$ cat src/hdl/pvlf_pkg.sv
// Package: types, constants and microcode program for the PI velocity loop.
`default_nettype none
package pvlf_pkg;

    localparam int STEP_W = 4;
    localparam int ACC_W  = 58;
    localparam int PROD_W = 49;
    localparam int INT_W  = 26;

    localparam logic [STEP_W-1:0] STEP_IDLE  = 4'd0;
    localparam logic [STEP_W-1:0] STEP_FIRST = 4'd1;
    localparam logic [STEP_W-1:0] STEP_LAST  = 4'd8;

    localparam logic [15:0] FILT_OLD_COEF = 16'd52429;
    localparam logic [15:0] FILT_NEW_COEF = 16'd13107;

    localparam logic [15:0] PROP_GAIN_RST = 16'd29440;
    localparam logic [15:0] INT_GAIN_RST  = 16'd3277;

    localparam logic signed [31:0] S32_MAX = 32'sh7FFF_FFFF;
    localparam logic signed [31:0] S32_MIN = -32'sh7FFF_FFFF - 32'sd1;

    localparam logic signed [INT_W-1:0] INT_LIM_POS = 26'sd25600000;
    localparam logic signed [INT_W-1:0] INT_LIM_NEG = -26'sd25600000;

    localparam logic [23:0] DRV_BIAS = 24'hFF_FFFF;

    typedef enum logic [1:0] {
        REG_SETPOINT = 2'd0,
        REG_PROP     = 2'd1,
        REG_INT      = 2'd2
    } reg_idx_t;

    typedef enum logic [1:0] {
        A_OLD  = 2'd0,
        A_NEW  = 2'd1,
        A_PROP = 2'd2,
        A_INT  = 2'd3
    } a_sel_t;

    typedef enum logic [1:0] {
        B_FILT  = 2'd0,
        B_ERR   = 2'd1,
        B_INTEG = 2'd2
    } b_sel_t;

    typedef enum logic [1:0] {
        ACC_HOLD = 2'd0,
        ACC_LOAD = 2'd1,
        ACC_ADD  = 2'd2
    } acc_op_t;

    typedef enum logic [1:0] {
        WR_NONE  = 2'd0,
        WR_FILT  = 2'd1,
        WR_INTEG = 2'd2,
        WR_DRIVE = 2'd3
    } wr_op_t;

    typedef enum logic [1:0] {
        SEQ_NEXT     = 2'd0,
        SEQ_WAIT_IN  = 2'd1,
        SEQ_WAIT_OUT = 2'd2
    } seq_op_t;

    typedef struct packed {
        a_sel_t  a_sel;
        b_sel_t  b_sel;
        acc_op_t acc_op;
        logic    acc_sh8;
        wr_op_t  wr_op;
        seq_op_t seq_op;
    } ucode_t;

    function automatic ucode_t ucode_fetch(input logic [STEP_W-1:0] step);
        ucode_t uw;
        uw = '{A_OLD, B_FILT, ACC_HOLD, 1'b0, WR_NONE, SEQ_NEXT};
        unique case (step)
            4'd0: uw = '{A_OLD,  B_FILT,  ACC_HOLD, 1'b0, WR_NONE,  SEQ_WAIT_IN};
            4'd1: uw = '{A_OLD,  B_FILT,  ACC_HOLD, 1'b0, WR_NONE,  SEQ_NEXT};
            4'd2: uw = '{A_NEW,  B_ERR,   ACC_LOAD, 1'b0, WR_NONE,  SEQ_NEXT};
            4'd3: uw = '{A_OLD,  B_FILT,  ACC_ADD,  1'b1, WR_NONE,  SEQ_NEXT};
            4'd4: uw = '{A_OLD,  B_FILT,  ACC_HOLD, 1'b0, WR_FILT,  SEQ_NEXT};
            4'd5: uw = '{A_PROP, B_FILT,  ACC_HOLD, 1'b0, WR_INTEG, SEQ_NEXT};
            4'd6: uw = '{A_INT,  B_INTEG, ACC_LOAD, 1'b1, WR_NONE,  SEQ_NEXT};
            4'd7: uw = '{A_OLD,  B_FILT,  ACC_ADD,  1'b0, WR_NONE,  SEQ_NEXT};
            4'd8: uw = '{A_OLD,  B_FILT,  ACC_HOLD, 1'b0, WR_DRIVE, SEQ_WAIT_OUT};
            default: uw = '{A_OLD, B_FILT, ACC_HOLD, 1'b0, WR_NONE, SEQ_WAIT_OUT};
        endcase
        return uw;
    endfunction

endpackage
`default_nettype wire

$ cat src/hdl/pi_velocity_loop_filtered.sv
// PI velocity loop with first-order low-pass on the speed error.
//
// Input channel (in_valid/in_stall): one request per control period carrying
// left_count and right_count. Output channel (out_valid/out_stall): one drive
// value per input request, in order.
// Config: APB-style, registers speed_setpoint (0x0), prop_gain (0x4),
// int_gain (0x8); pready is always high. Write only while idle.
// A microcode ROM steps one shared 17x32 multiplier and a 58-bit accumulator
// through the filter, integral and drive terms. An item runs through the program
// steps from input accept until its drive is held in the output register; a new
// request is taken only once the program is back at idle, since every step
// runs through the single multiplier.
// The output register parts the two sides: if the receiver stalls, the result
// stays in place and the next item runs up to its last step, where it waits
// until the output register frees.
// Reset clears the filter and integral state, loads the register defaults
// (setpoint 0, prop_gain 115.0, int_gain about 0.05) and leaves the block idle.
`default_nettype none
module pi_velocity_loop_filtered #(
    parameter int COUNT_BITS = 16
) (
    input  wire logic                    clk,
    input  wire logic                    rst_n,
    input  wire logic                    psel,
    input  wire logic                    penable,
    input  wire logic                    pwrite,
    input  wire logic [3:0]              paddr,
    input  wire logic [31:0]             pwdata,
    output logic      [31:0]             prdata,
    output logic                         pready,
    input  wire logic                    in_valid,
    output logic                         in_stall,
    input  wire logic [COUNT_BITS-1:0]   left_count,
    input  wire logic [COUNT_BITS-1:0]   right_count,
    output logic                         out_valid,
    input  wire logic                    out_stall,
    output logic      [31:0]             drive
);
    import pvlf_pkg::*;

    localparam int SP_W  = COUNT_BITS + 1;
    localparam int ERR_W = COUNT_BITS + 2;

    logic signed [SP_W-1:0]   setpoint_reg, setpoint_next;
    logic [15:0]              prop_gain_reg, prop_gain_next;
    logic [15:0]              int_gain_reg, int_gain_next;
    logic [STEP_W-1:0]        step_reg, step_next;
    logic signed [ERR_W-1:0]  err_reg, err_next;
    logic signed [PROD_W-1:0] prod_reg, prod_next;
    logic signed [ACC_W-1:0]  acc_reg, acc_next;
    logic signed [31:0]       filt_reg, filt_next;
    logic signed [INT_W-1:0]  integ_reg, integ_next;
    logic [31:0]              drive_reg, drive_next;
    logic                     out_valid_reg, out_valid_next;

    ucode_t                   uw;
    reg_idx_t                 cfg_idx;
    logic                     cfg_wr;
    logic                     in_accept;
    logic                     out_free;
    logic                     drive_load;
    logic signed [16:0]       mul_a;
    logic signed [31:0]       mul_b;
    logic signed [ACC_W-1:0]  acc_term;
    logic signed [ACC_W-1:0]  filt_shift;
    logic signed [32:0]       integ_sum;
    logic signed [ACC_W-1:0]  acc_bias;
    logic signed [ACC_W-1:0]  drv_shift;

    assign pready    = 1'b1;
    assign cfg_idx   = reg_idx_t'(paddr[3:2]);
    assign cfg_wr    = psel && penable && pwrite;
    assign in_stall  = (step_reg != STEP_IDLE);
    assign in_accept = in_valid && !in_stall;
    assign out_free  = !out_valid_reg || !out_stall;
    assign uw        = ucode_fetch(step_reg);
    assign drive_load = (uw.wr_op == WR_DRIVE) && out_free;
    assign out_valid = out_valid_reg;
    assign drive     = drive_reg;

    // config
    always_comb
    begin
        setpoint_next  = setpoint_reg;
        prop_gain_next = prop_gain_reg;
        int_gain_next  = int_gain_reg;
        if (cfg_wr)
        begin
            unique case (cfg_idx)
                REG_SETPOINT: setpoint_next  = signed'(pwdata[SP_W-1:0]);
                REG_PROP:     prop_gain_next = pwdata[15:0];
                REG_INT:      int_gain_next  = pwdata[15:0];
                default:      ;
            endcase
        end
    end

    always_comb
    begin
        unique case (cfg_idx)
            REG_SETPOINT: prdata = 32'(setpoint_reg);
            REG_PROP:     prdata = {16'h0, prop_gain_reg};
            REG_INT:      prdata = {16'h0, int_gain_reg};
            default:      prdata = 32'h0;
        endcase
    end

    // sequencer
    always_comb
    begin
        unique case (uw.seq_op)
            SEQ_WAIT_IN:  step_next = in_accept ? STEP_FIRST : step_reg;
            SEQ_WAIT_OUT: step_next = out_free ? STEP_IDLE : step_reg;
            SEQ_NEXT:     step_next = step_reg + STEP_W'(1);
            default:      step_next = STEP_IDLE;
        endcase
    end

    // datapath
    always_comb
    begin
        unique case (uw.a_sel)
            A_OLD:   mul_a = signed'({1'b0, FILT_OLD_COEF});
            A_NEW:   mul_a = signed'({1'b0, FILT_NEW_COEF});
            A_PROP:  mul_a = signed'({1'b0, prop_gain_reg});
            A_INT:   mul_a = signed'({1'b0, int_gain_reg});
            default: mul_a = '0;
        endcase
        unique case (uw.b_sel)
            B_FILT:  mul_b = filt_reg;
            B_ERR:   mul_b = 32'(err_reg);
            B_INTEG: mul_b = 32'(integ_reg);
            default: mul_b = '0;
        endcase
    end

    assign prod_next = mul_a * mul_b;
    assign acc_term  = uw.acc_sh8 ? (ACC_W'(prod_reg) <<< 8) : ACC_W'(prod_reg);

    always_comb
    begin
        unique case (uw.acc_op)
            ACC_LOAD: acc_next = acc_term;
            ACC_ADD:  acc_next = acc_reg + acc_term;
            ACC_HOLD: acc_next = acc_reg;
            default:  acc_next = acc_reg;
        endcase
    end

    assign err_next = in_accept
        ? (ERR_W'(signed'(left_count)) + ERR_W'(signed'(right_count))
           - ERR_W'(setpoint_reg))
        : err_reg;

    assign filt_shift = acc_reg >>> 16;
    assign integ_sum  = 33'(integ_reg) + 33'(filt_reg);
    assign acc_bias   = acc_reg + (acc_reg[ACC_W-1] ? signed'(ACC_W'(DRV_BIAS)) : '0);
    assign drv_shift  = acc_bias >>> 24;

    always_comb
    begin
        filt_next = filt_reg;
        if (uw.wr_op == WR_FILT)
        begin
            priority if (filt_shift > S32_MAX)
                filt_next = S32_MAX;
            else if (filt_shift < S32_MIN)
                filt_next = S32_MIN;
            else
                filt_next = filt_shift[31:0];
        end
    end

    always_comb
    begin
        integ_next = integ_reg;
        if (uw.wr_op == WR_INTEG)
        begin
            priority if (integ_sum > INT_LIM_POS)
                integ_next = INT_LIM_POS;
            else if (integ_sum < INT_LIM_NEG)
                integ_next = INT_LIM_NEG;
            else
                integ_next = integ_sum[INT_W-1:0];
        end
    end

    always_comb
    begin
        drive_next = drive_reg;
        if (drive_load)
        begin
            priority if (drv_shift > S32_MAX)
                drive_next = S32_MAX;
            else if (drv_shift < S32_MIN)
                drive_next = S32_MIN;
            else
                drive_next = drv_shift[31:0];
        end
    end

    assign out_valid_next = drive_load || (out_valid_reg && out_stall);

    always_ff @(posedge clk or negedge rst_n)
    begin
        if (!rst_n)
        begin
            setpoint_reg  <= '0;
            prop_gain_reg <= PROP_GAIN_RST;
            int_gain_reg  <= INT_GAIN_RST;
            step_reg      <= STEP_IDLE;
            filt_reg      <= '0;
            integ_reg     <= '0;
            out_valid_reg <= 1'b0;
        end
        else
        begin
            setpoint_reg  <= setpoint_next;
            prop_gain_reg <= prop_gain_next;
            int_gain_reg  <= int_gain_next;
            step_reg      <= step_next;
            filt_reg      <= filt_next;
            integ_reg     <= integ_next;
            out_valid_reg <= out_valid_next;
        end
    end

    always_ff @(posedge clk)
    begin
        err_reg   <= err_next;
        prod_reg  <= prod_next;
        acc_reg   <= acc_next;
        drive_reg <= drive_next;
    end

`ifndef SYNTHESIS
    a_integ_range: assert property (@(posedge clk) disable iff (!rst_n)
        (integ_reg <= INT_LIM_POS) && (integ_reg >= INT_LIM_NEG))
        else $error("integral outside clamp");

    a_accept_starts: assert property (@(posedge clk) disable iff (!rst_n)
        in_accept |=> (step_reg == STEP_FIRST))
        else $error("accepted request did not start program");

    a_result_from_last: assert property (@(posedge clk) disable iff (!rst_n)
        $rose(out_valid_reg) |-> $past(step_reg == STEP_LAST))
        else $error("result appeared outside last step");

    a_last_waits: assert property (@(posedge clk) disable iff (!rst_n)
        (step_reg == STEP_LAST && out_valid_reg && out_stall) |=> (step_reg == STEP_LAST))
        else $error("last step left while output blocked");
`endif

endmodule
`default_nettype wire

$ cat config.mk
export PLATFORM = sky130hd
export DESIGN_NAME = pi_velocity_loop_filtered
export DESIGN_NICKNAME = d
export VERILOG_FILES = /design/src/hdl/pvlf_pkg.sv /design/src/hdl/pi_velocity_loop_filtered.sv
export SDC_FILE = /design/constraint.sdc
export NUM_CORES = 2
export LEC_CHECK = 0
export BUFFER_PORTS_ARGS = -buffer_cell sky130_fd_sc_hd__buf_2
export CAP_MARGIN = 20
export CORE_AREA = 10 10 296 298
export CTS_CLUSTER_SIZE = 30
export DETAILED_ROUTE_END_ITERATION = 7
export DIE_AREA = 0 0 306 308
export GPL_ROUTABILITY_DRIVEN = 0
export PLACE_DENSITY = 0.67
export SLEW_MARGIN = 25
export SYNTH_ARGS = -nofsm -noshare
export SYNTH_HDL_FRONTEND = slang
export SYNTH_SLANG_ARGS = --single-unit
export TNS_END_PERCENT = 20
$ cat constraint.sdc
create_clock -name clk -period 9.3 [get_ports clk]
set_input_delay 2.325 -clock clk [delete_from_list [all_inputs] [get_ports clk]]
set_output_delay 2.325 -clock clk [all_outputs]
set_load 0.05 [all_outputs]
## Yosys cells after proc, flatten, opt, wreduce, memory -nomap -nowiden

Memory sizes are Yosys's and may differ from the RTL's.
Cells that the tools add are included.

| word-level totals | value |
|---|---|
| bits in latches | 0 |
| output and inout bits | 67 |
| memory bits (writable) | 0 |
| bits in registers | 269 |
| bits in read-only memories | 176 |
| input port bits | 75 |
| memories | 1 |

Memories:

| name | words | bits a word | read ports | clocked after Yosys merged registers in | wr ports | RTL line | source |
|---|---|---|---|---|---|---|---|
| (name not given) | 16 | 11 | 1 | 0 | 0 | pvlf_pkg.sv:78 | `unique case (step)` |

| operators by class | value |
|---|---|
| equal/unequal tests | 16 |
| shift-type cells | 0 |
| $add $sub $neg | 6 |
| multiplexer cells | 14 |
| divide/modulo/power cells | 0 |
| bitwise logic cells | 0 |
| $lt $le $gt $ge | 6 |
| multiply operators | 1 |
| reduce and logical (&&, ||, !) cells | 20 |

Operator list:

| operator | count |
|---|---|
| $pmux W32 S3 | 2 |
| $pmux W58 S2 | 1 |
| $mux W32 | 3 |
| $pmux W17 S4 | 1 |
| $add A58 B24 Y58 | 1 |
| $add A58 B57 Y58 | 1 |
| $mux W56 | 1 |
| $mux W26 | 2 |
| $mul A17 B32 Y49 | 1 |
| $gt A42 B32 Y1 const B | 1 |
| $lt A42 B32 Y1 const B | 1 |
| $gt A34 B32 Y1 const B | 1 |
| $lt A34 B32 Y1 const B | 1 |
| $add A26 B32 Y33 | 1 |
| $gt A33 B26 Y1 const B | 1 |
| $lt A33 B26 Y1 const B | 1 |
| $mux W24 | 1 |
| $sub A17 B17 Y18 | 1 |
| $add A16 B16 Y17 | 1 |
| $eq A2 B2 Y1 const B | 8 |
| $eq A2 B1 Y1 const B | 6 |
| $pmux W4 S3 | 1 |
| $logic_not A2 Y1 | 4 |
| $mux W4 | 2 |
| other kinds (8) | 19 |

## Longest topological paths before layout

| logic depth | value |
|---|---|
| depth after elaboration | 5 |
| depth in mapped cells | 37 |
| gate-level depth less buffers | 33 |

## Worst setup path after synthesis

Ideal clock, no wire load.

| timing | value |
|---|---|
| path type | register to register |
| start | reg step_reg[0] |
| end | reg prod_reg[45] |
| data arrival time | 8.254 ns |
| slack | 0.924 ns |
| setup time | 0.122 ns |
| clock period less this slack | 8.376 ns |
| cell stages (with the launch flop) | 37 |
| data required time | 9.178 ns |
| buffers on the path | 4 |
| cells stage by stage | dfrtp_1 > inv_1 > ha_1 > and2_1 > clkbuf_1 > nand2b_1 > clkbuf_1 > nor2_1 > a21oi_1 > or2_2 > clkbuf_1 > clkbuf_1 > nand2_1 > fa_1 > inv_1 > fa_1 > inv_1 > fa_1 > inv_1 > fa_1 > fa_1 > inv_1 > fa_1 > inv_1 > ha_1 > a21o_1 > a21oi_1 > o221ai_1 > a21o_1 > or3_1 > a41o_1 > o21a_1 > a21boi_0 > o211ai_1 > a21oi_1 > nor3_1 > a311o_1 |

| between the ends | value |
|---|---|
| cells in the longest elaborated chain, start to end | 4 |
| elaborated cells on any way between the ends | 11 |

Ends and longest elaborated chain:

| what | RTL line | source |
|---|---|---|
| start: declaration | pi_velocity_loop_filtered.sv:47 | `logic [STEP_W-1:0] step_reg, step_next;` |
| start signal: assignment | pi_velocity_loop_filtered.sv:221 | `step_reg <= step_next;` |
| $mem_v2 Z16 W11 * | n/a |  |
| $eq A2 B2 Y1 (tied with other cells) | pi_velocity_loop_filtered.sv:122 | `unique case (uw.a_sel)` |
| $pmux W17 S4 or $pmux W32 S3 (tied branches) | pi_velocity_loop_filtered.sv:122, pi_velocity_loop_filtered.sv:129 |  |
| $mul A17 B32 Y49 * | pi_velocity_loop_filtered.sv:137 | `assign prod_next = mul_a * mul_b;` |
| named net prod_next[45] | pi_velocity_loop_filtered.sv:49 | `logic signed [PROD_W-1:0] prod_reg, prod_next;` |
| end signal: assignment | pi_velocity_loop_filtered.sv:231 | `prod_reg <= prod_next;` |
| end: declaration | pi_velocity_loop_filtered.sv:49 |  |

The timed path passes the listed nets; every way through them passes the cells marked *. The select of a mux whose other input is x is not followed.
A chain may end at the register's enable or synchronous reset.

## Worst setup path after layout

| timing | value |
|---|---|
| start | reg step_reg[1] |
| end | reg prod_reg[45] |

Same word-level chain as after synthesis.

==> impl_metrics.py <==
metrics = {
    "clock_tree": {
        "cts_htree_levels": 2,
        "hold_buffers": 0,
        "cts_buffers": 35,
        "cts.sinks": 269,
        "clk_latency_ns": 0.57,
        "cts_setup_buffers": 0,
        "cts_resized": 0,
        "cts_max_path_buffers": 3,
        "cts_tree": "yes",
        "clkTransAtPathRegs_ns": 0.06,
        "cts_root_buf": "clkbuf_16",
    },
    "cells_and_area": {
        "drive_gt1_share_pct": 9.216,
        "instances_no_fill": 5358,
        "area_growth_syn_to_layout_pct": 8.549,
        "largest_reg_flops": 58,
        "nNetsFinal": 5096,
        "finish.instance_area_um2": 39570,
    },
    "sta": {
        "fmax_mhz": 114.9,
        "whs_ns": 0.5283,
        "setup_viol": 0,
        "relSlewSlack_pct": 29.85,
        "worst_clock_skew_ns": 0.03708,
        "finalSetupTns_ns": 0,
        "worst_pin_slew_ns": 1.041,
        "hold_viol": 0,
        "rsz0062_at_grt": "no",
        "min_period_ns": 8.702,
        "slew_violations": 0,
        "fin_crit_sh_pct": 93.57,
    },
    "yosys": {
        "synth_cells": 4206,
        "syn_avg_cell_area_um2": 8.668,
        "synth_edf_count": 108,
        "ys.flop_type": "edfxtp_1",
        "ys_ff_latch": 269,
        "ys_top_cells_by_count": "inv_1, nand2_1, fa_1",
        "yosysTopAreaCell": "fa_1",
        "synth_nets": 5043,
        "synth_warnings": 0,
        "synth.distinct_cells": 87,
        "mappedNetlistArea_um2": 36460,
        "seq_area_frac_synth_pct": 19.32,
        "yosysMostFrequentCell": "inv_1",
        "ys_top_cells_by_area": "fa_1, edfxtp_1, ha_1",
        "synth_top_area_share_pct": 27.90,
        "synthArstFlopShare_pct": 41.64,
    },
    "grt": {
        "grt-ovfl-total": 0,
        "busiest_layer": "met2",
        "grt_first_pass_wirelength_um": 162200,
        "track_usage_pct": 21.43,
        "grt_max_degree": 64,
        "grt_util_met3_pct": 3.857,
        "antenna_found_initial": 1,
        "grt_pass1_vias": 29506,
        "use_met2_pct": 34.20,
        "grtUsageMet1_pct": 29.53,
    },
    "worst_setup_path": {
        "end_kind": "flop",
        "critPathArrivalTime_ns": 9.14,
        "slowest_delay_ns": 0.57,
        "crit_required_ns": 9.74,
        "slowest_stage": "fa_1",
        "critPathMaxFanout": 32,
        "cp-start-kind": "flop",
        "critPathKind": "flop to flop",
        "cp_common_cell": "fa_1",
    },
    "route": {
        "via_per_inst": 5.498,
        "wire_per_inst_um": 18.87,
        "initialDrtViolationCount": 2578,
        "vias": 29459,
        "drc": 0,
        "drt_pass1_iterations": 5,
        "totalWireLength_um": 101100,
        "ant_nets": 0,
    },
    "placement": {
        "dp_cells": 5291,
        "portBuffers": 123,
        "post-dp-hpwl_um": 82950,
        "dpl_cell_area_um2": 38350,
    },
    "status": {
        "status": "completed",
    },
    "floorplan": {
        "ios": 142,
        "initial_utilization_pct": 44.69,
        "core_um2": 81580,
        "die_area_um2": 94250,
        "rows": 105,
        "die_w_um": 306,
        "fp.dieH_um": 308,
    },
    "run": {
        "cap_violations": 0,
    },
    "worst_hold_path": {
        "hp-class": "flop to flop",
    },
}
==> stage by stage <==
stage | util, % | setup WS (ns)
floorplan | - | 0.9237
global placement | 47.00 | 0.5347
detailed placement | 47.00 | 0.4584
CTS | 48.46 | 0.4297
global route | 48.50 | 0.1221
finish | 48.51 | 0.5984
==> path summary, 6_finish.rpt <==
path                                     to  slack, ns  cells past startpoint             start
hold / removal             int_gain_reg[13]       0.53                      1  int_gain_reg[13]
setup / recovery               prod_reg[45]       0.60                     31       step_reg[1]
hold reg to reg            int_gain_reg[13]       0.53                      1  int_gain_reg[13]
max in group asynchronous      filt_reg[24]       6.11                      2             rst_n
min in group asynchronous   setpoint_reg[9]       1.80                      1             rst_n
setup reg to reg               prod_reg[45]       0.60                     31       step_reg[1]
==> worst max-delay path, delay by kind of cell, from the launching register on <==
kind	cells	cell delay, ns
flops	1	0.42
buf+inv	6	0.82
simple gates	6	1.12
fa+ha+maj	8	3.84
compound gates	11	2.38
==> cell type report <==
| type | count | area (um2) |
|---|---|---|
| tap | 1070 | 1339 |
| antenna | 2 | 5.005 |
| inverter | 691 | 2594 |
| multi-input combinational | 3057 | 26160 |
| sequential | 269 | 7042 |
| fill | 7720 | 42010 |
| clock inverter | 16 | 185.2 |
| clock buffer | 48 | 1006 |
| timing repair buffer | 205 | 1246 |
==> metal layers <==
| metal | vias up | share of wire, % |
|---|---|---|
| li1 | 13686 | - |
| met5 | - | 0 |
| met4 | 0 | 2.9 |
| met2 | 1060 | 45 |
| met1 | 14558 | 44 |
| met3 | 155 | 8.0 |
==> cells by family after synthesis <==
family                     Yosys count  synth area share, %
muxes                               95                2.804
other                                1              0.01029
adders and majority gates          762                36.61
buffers and inverters              880                9.253
DFF                                269                19.32
xor gates and xnor gates           155                3.724
and+or+nand+nor                   1280                15.15
AOI/OAI and AO/OA                  764                13.13
==> cell usage in the layout (no fill, tap or decap), types with 30 or more instances in the layout <==
cell type,count
a21o_1,105
a21oi_1,259
and2_1,30
buf_2,122
buf_4,82
clkbuf_16,36
dfrtp_1,100
dfxtp_1,49
edfxtp_1,108
fa_1,508
ha_1,253
inv_1,688
mux2_2,57
mux2i_1,38
nand2_1,579
nand3_1,49
nor2_1,404
nor3_1,32
o21a_1,49
o21ai_0,149
xnor2_1,89
xor2_1,66
Power is left out: the tool's default activity adds up to more than one toggle a clock period on the data nets, which glitch-free logic cannot reach.
